[src/rtl/core/lpkt_pkg.sv]
// Shared types, constants and the sequencer program of the linear probe key table.
package lpkt_pkg;

  localparam int unsigned KEY_W    = 32;
  localparam int unsigned GRADE_W  = 10;
  localparam int unsigned ENTRY_W  = 1 + GRADE_W + KEY_W;

  localparam logic [GRADE_W-1:0] GRADE_MIN = GRADE_W'(200);
  localparam logic [GRADE_W-1:0] GRADE_MAX = GRADE_W'(600);
  localparam logic [GRADE_W-1:0] GRADE_BAD = GRADE_W'(100);

  localparam logic [1:0] STATUS_OK   = 2'd0;
  localparam logic [1:0] STATUS_FULL = 2'd1;
  localparam logic [1:0] STATUS_MISS = 2'd2;

  localparam logic MODE_INSERT = 1'b0;
  localparam logic MODE_SEARCH = 1'b1;

  typedef logic [2:0] step_t;

  localparam step_t STEP_CLEAR = 3'd0;
  localparam step_t STEP_IDLE  = 3'd1;
  localparam step_t STEP_QUOT  = 3'd2;
  localparam step_t STEP_PROD  = 3'd3;
  localparam step_t STEP_MOD   = 3'd4;
  localparam step_t STEP_READ  = 3'd5;
  localparam step_t STEP_EVAL  = 3'd6;

  typedef enum logic [2:0] {
    COND_ALWAYS,
    COND_ACCEPT,
    COND_CLR_LAST,
    COND_FINISH
  } cond_e;

  typedef struct packed {
    logic  in_ready;
    logic  clr_en;
    logic  quot_en;
    logic  prod_en;
    logic  mod_en;
    logic  eval_en;
    cond_e cond;
    step_t on_true;
    step_t on_false;
  } ctrl_t;

  function automatic ctrl_t ucode(input step_t step);
    ctrl_t w;
    w = '{in_ready: 1'b0, clr_en: 1'b0, quot_en: 1'b0, prod_en: 1'b0, mod_en: 1'b0,
          eval_en: 1'b0, cond: COND_ALWAYS, on_true: STEP_IDLE, on_false: STEP_IDLE};
    unique case (step)
      STEP_CLEAR: begin
        w.clr_en   = 1'b1;
        w.cond     = COND_CLR_LAST;
        w.on_true  = STEP_IDLE;
        w.on_false = STEP_CLEAR;
      end
      STEP_IDLE: begin
        w.in_ready = 1'b1;
        w.cond     = COND_ACCEPT;
        w.on_true  = STEP_QUOT;
        w.on_false = STEP_IDLE;
      end
      STEP_QUOT: begin
        w.quot_en  = 1'b1;
        w.cond     = COND_ALWAYS;
        w.on_true  = STEP_PROD;
        w.on_false = STEP_PROD;
      end
      STEP_PROD: begin
        w.prod_en  = 1'b1;
        w.cond     = COND_ALWAYS;
        w.on_true  = STEP_MOD;
        w.on_false = STEP_MOD;
      end
      STEP_MOD: begin
        w.mod_en   = 1'b1;
        w.cond     = COND_ALWAYS;
        w.on_true  = STEP_READ;
        w.on_false = STEP_READ;
      end
      STEP_READ: begin
        w.cond     = COND_ALWAYS;
        w.on_true  = STEP_EVAL;
        w.on_false = STEP_EVAL;
      end
      STEP_EVAL: begin
        w.eval_en  = 1'b1;
        w.cond     = COND_FINISH;
        w.on_true  = STEP_IDLE;
        w.on_false = STEP_READ;
      end
      default: begin
        w.cond     = COND_ALWAYS;
        w.on_true  = STEP_IDLE;
        w.on_false = STEP_IDLE;
      end
    endcase
    return w;
  endfunction

endpackage

[src/rtl/core/lpkt_ram.sv]
// Generic single-port-write, single-port-read RAM with registered read data.
module lpkt_ram #(
  parameter int unsigned WIDTH = 8,
  parameter int unsigned DEPTH = 16
) (
  input  logic                     clk_i,
  input  logic                     we_i,
  input  logic [$clog2(DEPTH)-1:0] waddr_i,
  input  logic [WIDTH-1:0]         wdata_i,
  input  logic [$clog2(DEPTH)-1:0] raddr_i,
  output logic [WIDTH-1:0]         rdata_o
);

  logic [WIDTH-1:0] mem_q [DEPTH];

  always_ff @(posedge clk_i) begin
    if (we_i) begin
      mem_q[waddr_i] <= wdata_i;
    end
    rdata_o <= mem_q[raddr_i];
  end

endmodule

[src/rtl/core/linear_probe_key_table.sv]
// Top level of the linear probe key table: sequencer, datapath and entry memory.
//
// Open-addressed table of TABLE_SLOTS entries keyed by a 32-bit number, with the home slot at
// key mod TABLE_SLOTS and upward probing that does not wrap. After reset the block clears the
// occupied marks of all slots and accepts no item until that pass ends. An item is then
// transferred in and finds its home slot by a multiplication by the reciprocal of TABLE_SLOTS,
// a multiplication back and one correcting subtraction. It then reads and evaluates each slot
// probed in turn (the entry memory has one registered read port). The result sits in an output
// register, so the next item is taken while it waits for its transfer out.
module linear_probe_key_table #(
  parameter int unsigned TABLE_SLOTS = 16
) (
  input  logic                        clk_i,
  input  logic                        rst_ni,
  input  logic                        in_valid_i,
  output logic                        in_ready_o,
  input  logic                        mode_i,
  input  logic [lpkt_pkg::KEY_W-1:0]   key_i,
  input  logic [lpkt_pkg::GRADE_W-1:0] grade_i,
  output logic                        out_valid_o,
  input  logic                        out_ready_i,
  output logic [1:0]                  status_o,
  output logic [3:0]                  slot_o,
  output logic [lpkt_pkg::GRADE_W-1:0] found_grade_o,
  output logic                        best_valid_o,
  output logic [lpkt_pkg::KEY_W-1:0]   best_key_o,
  output logic [lpkt_pkg::GRADE_W-1:0] best_grade_o
);

  localparam int unsigned SLOT_W = $clog2(TABLE_SLOTS);
  localparam logic [SLOT_W-1:0] LAST_SLOT = SLOT_W'(TABLE_SLOTS - 1);
  localparam logic [lpkt_pkg::KEY_W-1:0] SLOTS_K = lpkt_pkg::KEY_W'(TABLE_SLOTS);
  localparam logic [lpkt_pkg::KEY_W-1:0] RECIP   =
    lpkt_pkg::KEY_W'(64'h1_0000_0000 / 64'(TABLE_SLOTS));

  lpkt_pkg::step_t step_q, step_d;
  lpkt_pkg::ctrl_t ctrl;

  logic [SLOT_W-1:0]               pos_q, pos_d;
  logic                            mode_q;
  logic [lpkt_pkg::KEY_W-1:0]      key_q;
  logic [lpkt_pkg::GRADE_W-1:0]    grade_q;

  logic [lpkt_pkg::KEY_W-1:0]      quot_q, quot_d;
  logic [lpkt_pkg::KEY_W-1:0]      prod_q, prod_d;

  logic                            any_q, any_d;
  logic [SLOT_W-1:0]               best_idx_q, best_idx_d;
  logic [lpkt_pkg::GRADE_W-1:0]    best_grade_q, best_grade_d;
  logic [lpkt_pkg::KEY_W-1:0]      best_key_q, best_key_d;

  logic                            out_valid_q, out_valid_d;
  logic [1:0]                      status_q;
  logic [3:0]                      slot_q;
  logic [lpkt_pkg::GRADE_W-1:0]    found_grade_q;
  logic                            best_valid_q;
  logic [lpkt_pkg::KEY_W-1:0]      best_key_out_q;
  logic [lpkt_pkg::GRADE_W-1:0]    best_grade_out_q;

  logic [lpkt_pkg::ENTRY_W-1:0]    rdata;
  logic [lpkt_pkg::ENTRY_W-1:0]    wdata;
  logic                            we;

  logic                            ent_used;
  logic [lpkt_pkg::GRADE_W-1:0]    ent_grade;
  logic [lpkt_pkg::KEY_W-1:0]      ent_key;

  logic                            in_fire;
  logic [lpkt_pkg::KEY_W-1:0]      rem_wide;
  logic [SLOT_W-1:0]               rem_fix;
  logic [lpkt_pkg::GRADE_W-1:0]    grade_fix;
  logic                            is_search, key_hit, at_last;
  logic                            finish, out_free, commit, hold, insert_ok, cond_true;
  logic                            best_take;

  assign ctrl       = lpkt_pkg::ucode(step_q);
  assign in_ready_o = ctrl.in_ready;
  assign in_fire    = in_valid_i & ctrl.in_ready;

  assign {ent_used, ent_grade, ent_key} = rdata;

  // The estimated quotient is exact or one too small, so one subtraction finishes the remainder.
  assign quot_d   = lpkt_pkg::KEY_W'((64'(key_q) * 64'(RECIP)) >> lpkt_pkg::KEY_W);
  assign prod_d   = quot_q * SLOTS_K;
  assign rem_wide = key_q - prod_q;
  assign rem_fix  = (rem_wide >= SLOTS_K) ? SLOT_W'(rem_wide - SLOTS_K) : SLOT_W'(rem_wide);

  assign grade_fix = (grade_i >= lpkt_pkg::GRADE_MIN && grade_i <= lpkt_pkg::GRADE_MAX)
                   ? grade_i : lpkt_pkg::GRADE_BAD;

  assign is_search = (mode_q == lpkt_pkg::MODE_SEARCH);
  assign key_hit   = ent_used & (ent_key == key_q);
  assign at_last   = (pos_q == LAST_SLOT);
  assign finish    = is_search ? (key_hit | at_last) : (~ent_used | at_last);
  assign out_free  = ~out_valid_q | out_ready_i;
  assign commit    = ctrl.eval_en & finish & out_free;
  assign hold      = ctrl.eval_en & finish & ~out_free;
  assign insert_ok = commit & ~is_search & ~ent_used;

  assign we    = ctrl.clr_en | insert_ok;
  assign wdata = ctrl.clr_en ? '0 : {1'b1, grade_q, key_q};

  lpkt_ram #(
    .WIDTH (lpkt_pkg::ENTRY_W),
    .DEPTH (TABLE_SLOTS)
  ) u_entry_ram (
    .clk_i   (clk_i),
    .we_i    (we),
    .waddr_i (pos_q),
    .wdata_i (wdata),
    .raddr_i (pos_q),
    .rdata_o (rdata)
  );

  always_comb begin
    unique case (ctrl.cond)
      lpkt_pkg::COND_ALWAYS:   cond_true = 1'b1;
      lpkt_pkg::COND_ACCEPT:   cond_true = in_valid_i;
      lpkt_pkg::COND_CLR_LAST: cond_true = at_last;
      lpkt_pkg::COND_FINISH:   cond_true = finish;
      default:                 cond_true = 1'b1;
    endcase
  end

  assign best_take = ~any_q | (grade_q > best_grade_q)
                   | ((grade_q == best_grade_q) & (pos_q < best_idx_q));

  always_comb begin
    step_d       = hold ? step_q : (cond_true ? ctrl.on_true : ctrl.on_false);
    pos_d        = pos_q;
    any_d        = any_q;
    best_idx_d   = best_idx_q;
    best_grade_d = best_grade_q;
    best_key_d   = best_key_q;
    if (in_fire) begin
      pos_d = '0;
    end
    if (ctrl.clr_en) begin
      pos_d = at_last ? '0 : pos_q + 1'b1;
    end
    if (ctrl.mod_en) begin
      pos_d = rem_fix;
    end
    if (ctrl.eval_en & ~finish) begin
      pos_d = pos_q + 1'b1;
    end
    if (insert_ok) begin
      any_d = 1'b1;
      if (best_take) begin
        best_idx_d   = pos_q;
        best_grade_d = grade_q;
        best_key_d   = key_q;
      end
    end
  end

  always_comb begin
    out_valid_d = out_valid_q;
    if (commit) begin
      out_valid_d = 1'b1;
    end else if (out_ready_i) begin
      out_valid_d = 1'b0;
    end
  end

  always_ff @(posedge clk_i or negedge rst_ni) begin
    if (!rst_ni) begin
      step_q       <= lpkt_pkg::STEP_CLEAR;
      pos_q        <= '0;
      any_q        <= 1'b0;
      best_idx_q   <= '0;
      best_grade_q <= '0;
      out_valid_q  <= 1'b0;
    end else begin
      step_q       <= step_d;
      pos_q        <= pos_d;
      any_q        <= any_d;
      best_idx_q   <= best_idx_d;
      best_grade_q <= best_grade_d;
      out_valid_q  <= out_valid_d;
    end
  end

  always_ff @(posedge clk_i) begin
    best_key_q <= best_key_d;
    if (in_fire) begin
      mode_q  <= mode_i;
      key_q   <= key_i;
      grade_q <= grade_fix;
    end
    if (ctrl.quot_en) begin
      quot_q <= quot_d;
    end
    if (ctrl.prod_en) begin
      prod_q <= prod_d;
    end
    if (commit) begin
      best_valid_q     <= any_d;
      best_key_out_q   <= any_d ? best_key_d : '0;
      best_grade_out_q <= any_d ? best_grade_d : '0;
      if (is_search) begin
        status_q      <= key_hit ? lpkt_pkg::STATUS_OK : lpkt_pkg::STATUS_MISS;
        slot_q        <= key_hit ? 4'(pos_q) : '0;
        found_grade_q <= key_hit ? ent_grade : '0;
      end else begin
        status_q      <= ent_used ? lpkt_pkg::STATUS_FULL : lpkt_pkg::STATUS_OK;
        slot_q        <= ent_used ? '0 : 4'(pos_q);
        found_grade_q <= ent_used ? '0 : grade_q;
      end
    end
  end

  assign out_valid_o   = out_valid_q;
  assign status_o      = status_q;
  assign slot_o        = slot_q;
  assign found_grade_o = found_grade_q;
  assign best_valid_o  = best_valid_q;
  assign best_key_o    = best_key_out_q;
  assign best_grade_o  = best_grade_out_q;

  a_full_clean: assert property (@(posedge clk_i) disable iff (!rst_ni)
    out_valid_o && status_o == lpkt_pkg::STATUS_FULL |-> slot_o == '0 && found_grade_o == '0)
    else $error("A full-table result carries a slot or a grade.");

  a_best_covers: assert property (@(posedge clk_i) disable iff (!rst_ni)
    out_valid_o && status_o == lpkt_pkg::STATUS_OK |-> best_valid_o &&
      best_grade_o >= found_grade_o)
    else $error("The best grade is below the grade of a stored entry.");

  a_any_sticky: assert property (@(posedge clk_i) disable iff (!rst_ni)
    any_q |=> any_q)
    else $error("The table lost its entries without a reset.");

  a_accept_starts: assert property (@(posedge clk_i) disable iff (!rst_ni)
    in_valid_i && in_ready_o |=> step_q == lpkt_pkg::STEP_QUOT)
    else $error("An input transfer did not start the home slot computation.");

endmodule

[config.mk]
export PLATFORM = sky130hd
export DESIGN_NAME = linear_probe_key_table
export DESIGN_NICKNAME = d
export VERILOG_FILES = /design/src/rtl/core/lpkt_pkg.sv /design/src/rtl/core/lpkt_ram.sv /design/src/rtl/core/linear_probe_key_table.sv
export SDC_FILE = /design/constraint.sdc
export NUM_CORES = 1
export LEC_CHECK = 0
export ABC_AREA = 1
export BUFFER_PORTS_ARGS = -buffer_cell sky130_fd_sc_hd__buf_2
export CAP_MARGIN = 5
export CORE_MARGIN = 1.5
export CORE_UTILIZATION = 66
export DETAILED_ROUTE_END_ITERATION = 8
export PLACE_DENSITY = 0.86
export SYNTH_ARGS = -nofsm -noshare
export SYNTH_HDL_FRONTEND = slang
export SYNTH_SLANG_ARGS = --single-unit
[constraint.sdc]
create_clock -name clk_i -period 7 [get_ports clk_i]
set_input_delay 0.7 -clock clk_i [delete_from_list [all_inputs] [get_ports clk_i]]
set_output_delay 0.7 -clock clk_i [all_outputs]
set_load 0.01 [all_outputs]
==> impl_metrics.csv <==
group,metric,value,unit
floorplan,dieHeight,233.2,um
timing,period_needed,5.265,ns
pwr,p_leak,0.01375,uW
placement,finalWeightedCongestion,0.8874,
timing,finalHoldViolCount,0,
floorplan,num_rows,84,
logic_synthesis,synth_cell_types,41,
critical_path,crit_path_frequent_cell,"nand2_1",
logic_synthesis,syn_area,34970,um^2
critical_path,start_kind,"flip-flop",
placement,place_ws,1.998,ns
placement,portBuffers,107,
pwr,power_frac_seq,43.1,%
critical_path,r2r_end,"u_entry_ram.mem_q[8][13]$_DFFE_PP_",
pwr,power.share.clock,28.8,%
floorplan,ioPinCount,108,
clock_tree,clockBufferDepth,3,
global_route,grt_pass1_wl,135.5,mm
detailed_routing,drc,0,
timing,setup-violations-final,0,
timing,finClkSkew,0.03257,ns
critical_path,crit_chain,"nand2_1 -> inv_2 -> nand2_1 -> nand3_4 -> nand4_2 -> nand2_2 -> nand2_1 -> nor2_4 -> buf_4",
critical_path,crit_arrival,5.56,ns
critical_path,cp_slowest_cell,"nor2_4",
clock_tree,cts_buffers,86,
pwr,p_int,11100,uW
critical_path,cp-end-kind,"flip-flop",
pwr,switching_power,5995,uW
clock_tree,cts_hold_buf,0,
critical_path,required,7.30,ns
detailed_routing,dr.pass1.iters,7,
detailed_routing,num_vias,24030,
pwr,max-vdd-ir-drop,0.3840,mV
clock_tree,path_clk_slew,0.07,ns
critical_path,r2r-start,"pos_q[2]$_DFFE_PN0P_",
clock_tree,clk_latency,0.65,ns
timing,setup_total_negative_slack,0,ns
placement,dpl-instance-area,36030,um^2
floorplan,core-area,52450,um^2
global_route,top_usage_layer,"met2",
floorplan,initial_core_util,66.68,%
finish,fin_nets,2968,
critical_path,rr_worst_depth,9,
clock_tree,cts_sinks,888,
logic_synthesis,synth_warnings,0,
timing,rsz0062_at_grt,"no",
detailed_routing,wl_per_cell,24.66,um
global_route,grt_usage,33.52,%
global_route,gr-usage-met1,43.67,%
pwr,p_per_area,438.0,nW/um^2
flow_run,maxCapViolCount,0,
finish,drive_gt1_share,13.88,%
critical_path,reg2reg_slack,1.74,ns
clock_tree,cts_root_buffer,"clkbuf_16",
timing,fmax,189.9,MHz
critical_path,critPathMaxFanout,45,
logic_synthesis,syn_inst,2840,
global_route,grt_pass1_vias,23740,
logic_synthesis,synth_fp_nets,2904,
timing,report.final.slew_viol_count,0,
global_route,antenna_found_initial,3,
clock_tree,cts.repair.resized,0,
clock_tree,cts_setup_buffers,0,
timing,worstMarginPinSlew,1.398,ns
floorplan,die_x,233.2,um
global_route,met2_usage,53.00,%
clock_tree,h-tree-depth,3,
detailed_routing,via_per_inst,6.558,
logic_synthesis,syn_area_per_cell,12.31,um^2
outcome,outcome,"complete, no violations",
clock_tree,cts_tree,"built",
logic_synthesis,yosysSeqAreaShare,73.78,%
detailed_routing,wirelength,90.34,mm
detailed_routing,ant_nets,0,
finish,syn2layout_area_growth,11.59,%
floorplan,dieArea,54380,um^2
timing,max-slew-margin-rel,6.431,%
pwr,switching_share,35.08,%
timing,post-route-period-util,75.21,%
placement,post-dp-hpwl,48.73,mm
global_route,grt-ovfl-total,0,
timing,worst_slack,1.735,ns
global_route,grt_max_degree,274,
hold_path,min-delay-path-class,"input port to asynchronous set/reset pin",
critical_path,critPathMaxStageDelay,0.90,ns
pwr,power_frac_comb,28.1,%
global_route,grtUsageMet3,8.325,%
finish,fin_area,39020,um^2
critical_path,critPathKind,"flip-flop to flip-flop",
logic_synthesis,synth_seq_cells,888,
detailed_routing,initialDrtViolationCount,3498,
## logic make-up (layout without fill, tap and decap cells)
kind of cell	after synthesis	in the layout	share of synthesized area [%]
adders and majority gates	17	17	0.6082
AOI/OAI and AO/OA	641	641	10.29
buffers and inverters	278	413	3.370
other	0	1	0
and+or+nand+nor	1011	1011	11.83
DFF	888	888	73.78
xor gates and xnor gates	5	5	0.1252
## worst max-delay path by stage
stage | startpoint | cells after the start | slack [ns] | end
2_1_floorplan | key_q[28]$_DFFE_PP_ | 13 | 2.96 | u_entry_ram.mem_q[15][0]$_DFFE_PP_
3_3_place_gp | pos_q[2]$_DFFE_PN0P_ | 9 | 2.21 | u_entry_ram.mem_q[14][38]$_DFFE_PP_
3_5_place_dp | pos_q[2]$_DFFE_PN0P_ | 9 | 2.00 | u_entry_ram.mem_q[14][38]$_DFFE_PP_
4_1_cts | pos_q[2]$_DFFE_PN0P_ | 9 | 1.90 | u_entry_ram.mem_q[14][38]$_DFFE_PP_
5_1_grt | pos_q[2]$_DFFE_PN0P_ | 9 | 1.60 | u_entry_ram.mem_q[14][39]$_DFFE_PP_
6_report | pos_q[2]$_DFFE_PN0P_ | 9 | 1.74 | u_entry_ram.mem_q[8][13]$_DFFE_PP_
## synthesized netlist by cell type
library cell	number	area share [%]
a21oi_2	40	1.0
o22ai_1	172	3.1
nand3_2	1	0.029
a31oi_1	4	0.072
nor2_8	1	0.057
nand2_4	1	0.032
clkbuf_1	129	1.4
a21oi_1	14	0.20
buf_1	5	0.054
inv_2	26	0.28
ha_1	17	0.61
o21ai_1	8	0.11
inv_1	90	0.97
buf_4	1	0.021
a21boi_0	2	0.043
buf_6	6	0.19
a211oi_1	1	0.021
nand3_1	24	0.34
o31ai_1	1	0.021
nor2_1	455	4.9
edfxtp_1	790	68
nand4_2	1	0.036
and3_1	1	0.018
buf_12	4	0.23
dfxtp_1	75	4.3
dfrtp_1	23	1.6
o21a_1	1	0.021
nor2_4	1	0.032
o21ai_0	396	5.7
o311ai_0	1	0.025
nand4_1	46	0.82
xor2_1	5	0.13
nand3_4	2	0.10
or2_2	2	0.036
nand2_2	42	0.75
buf_2	17	0.24
nand2_1	430	4.6
o211ai_1	1	0.021
nor3_1	2	0.029
nor2_2	1	0.018
nor3_2	1	0.029
## power groups by stage
| stage | Sequential [uW] | Clock [uW] | Combinational [uW] |
|---|---|---|---|
| 2_1_floorplan | 7230 | 0 | 3200 |
| 3_3_place_gp | 7400 | 0 | 4270 |
| 3_5_place_dp | 7440 | 0 | 4550 |
| 4_1_cts | 7350 | 4920 | 4670 |
| 5_1_grt | 7410 | 5110 | 5150 |
| 6_report | 7370 | 4920 | 4800 |
## critical path: cells and delay by family, from the launching register on
family	cells	cell delay [ns]
buffers and inverters	2	1.32
DFF	1	0.61
and+or+nand+nor	7	2.96
## area by class of cell
class | instances | area [um^2]
diodes | 1 | 2.502
repair buffers | 138 | 780.7
flip-flops and latches | 888 | 25810
clock buffers | 115 | 2375
well taps | 688 | 860.8
inverters | 116 | 445.4
fillers | 2891 | 13420
clock inverters | 44 | 613.1
multi-input cells | 1674 | 8139
## registers in the layout, indices dropped and copies added (netlist names), 3 cells and up
name and flops:
best_grade_o 10, pos_q 4, best_idx_q 4, best_key_o 32, key_q 32, slot_o 4
step_q 3, u_entry_ram.rdata_o 43, u_entry_ram.mem_q 688, grade_q 10, best_grade_q 10, best_key_q 32
found_grade_o 10
## metal layers
metal	routed length [um]	part of all wire [%]	vias to the layer above
met4	3937	4.4	4
met5	19	0.021	-
met2	43140	48	2014
met3	12010	13	329
met1	31230	35	11440
li1	-	-	10250
## placed cells by master (no fill, tap or decap), types with 46 or more instances in the layout
cell type / n
o21ai_0: 396
buf_2: 107
nor2_1: 437
clkbuf_16: 89
inv_1: 87
edfxtp_1: 790
o22ai_1: 172
dfxtp_1: 75
nand4_1: 46
nand2_1: 430
## stage by stage
stage               std cells  utilization, %  hold slack [ns]  total power, uW
floorplan                2840               -           0.4044            10430
global placement         3504           68.71           0.4598            11670
detailed placement       3504           68.71           0.4825            11990
CTS                      3663           74.40          0.05179            16930
global route             3663           74.40          0.08838            17660
finish                   3664           74.41          0.04668            17090
(Power assumes the default switching activity.)
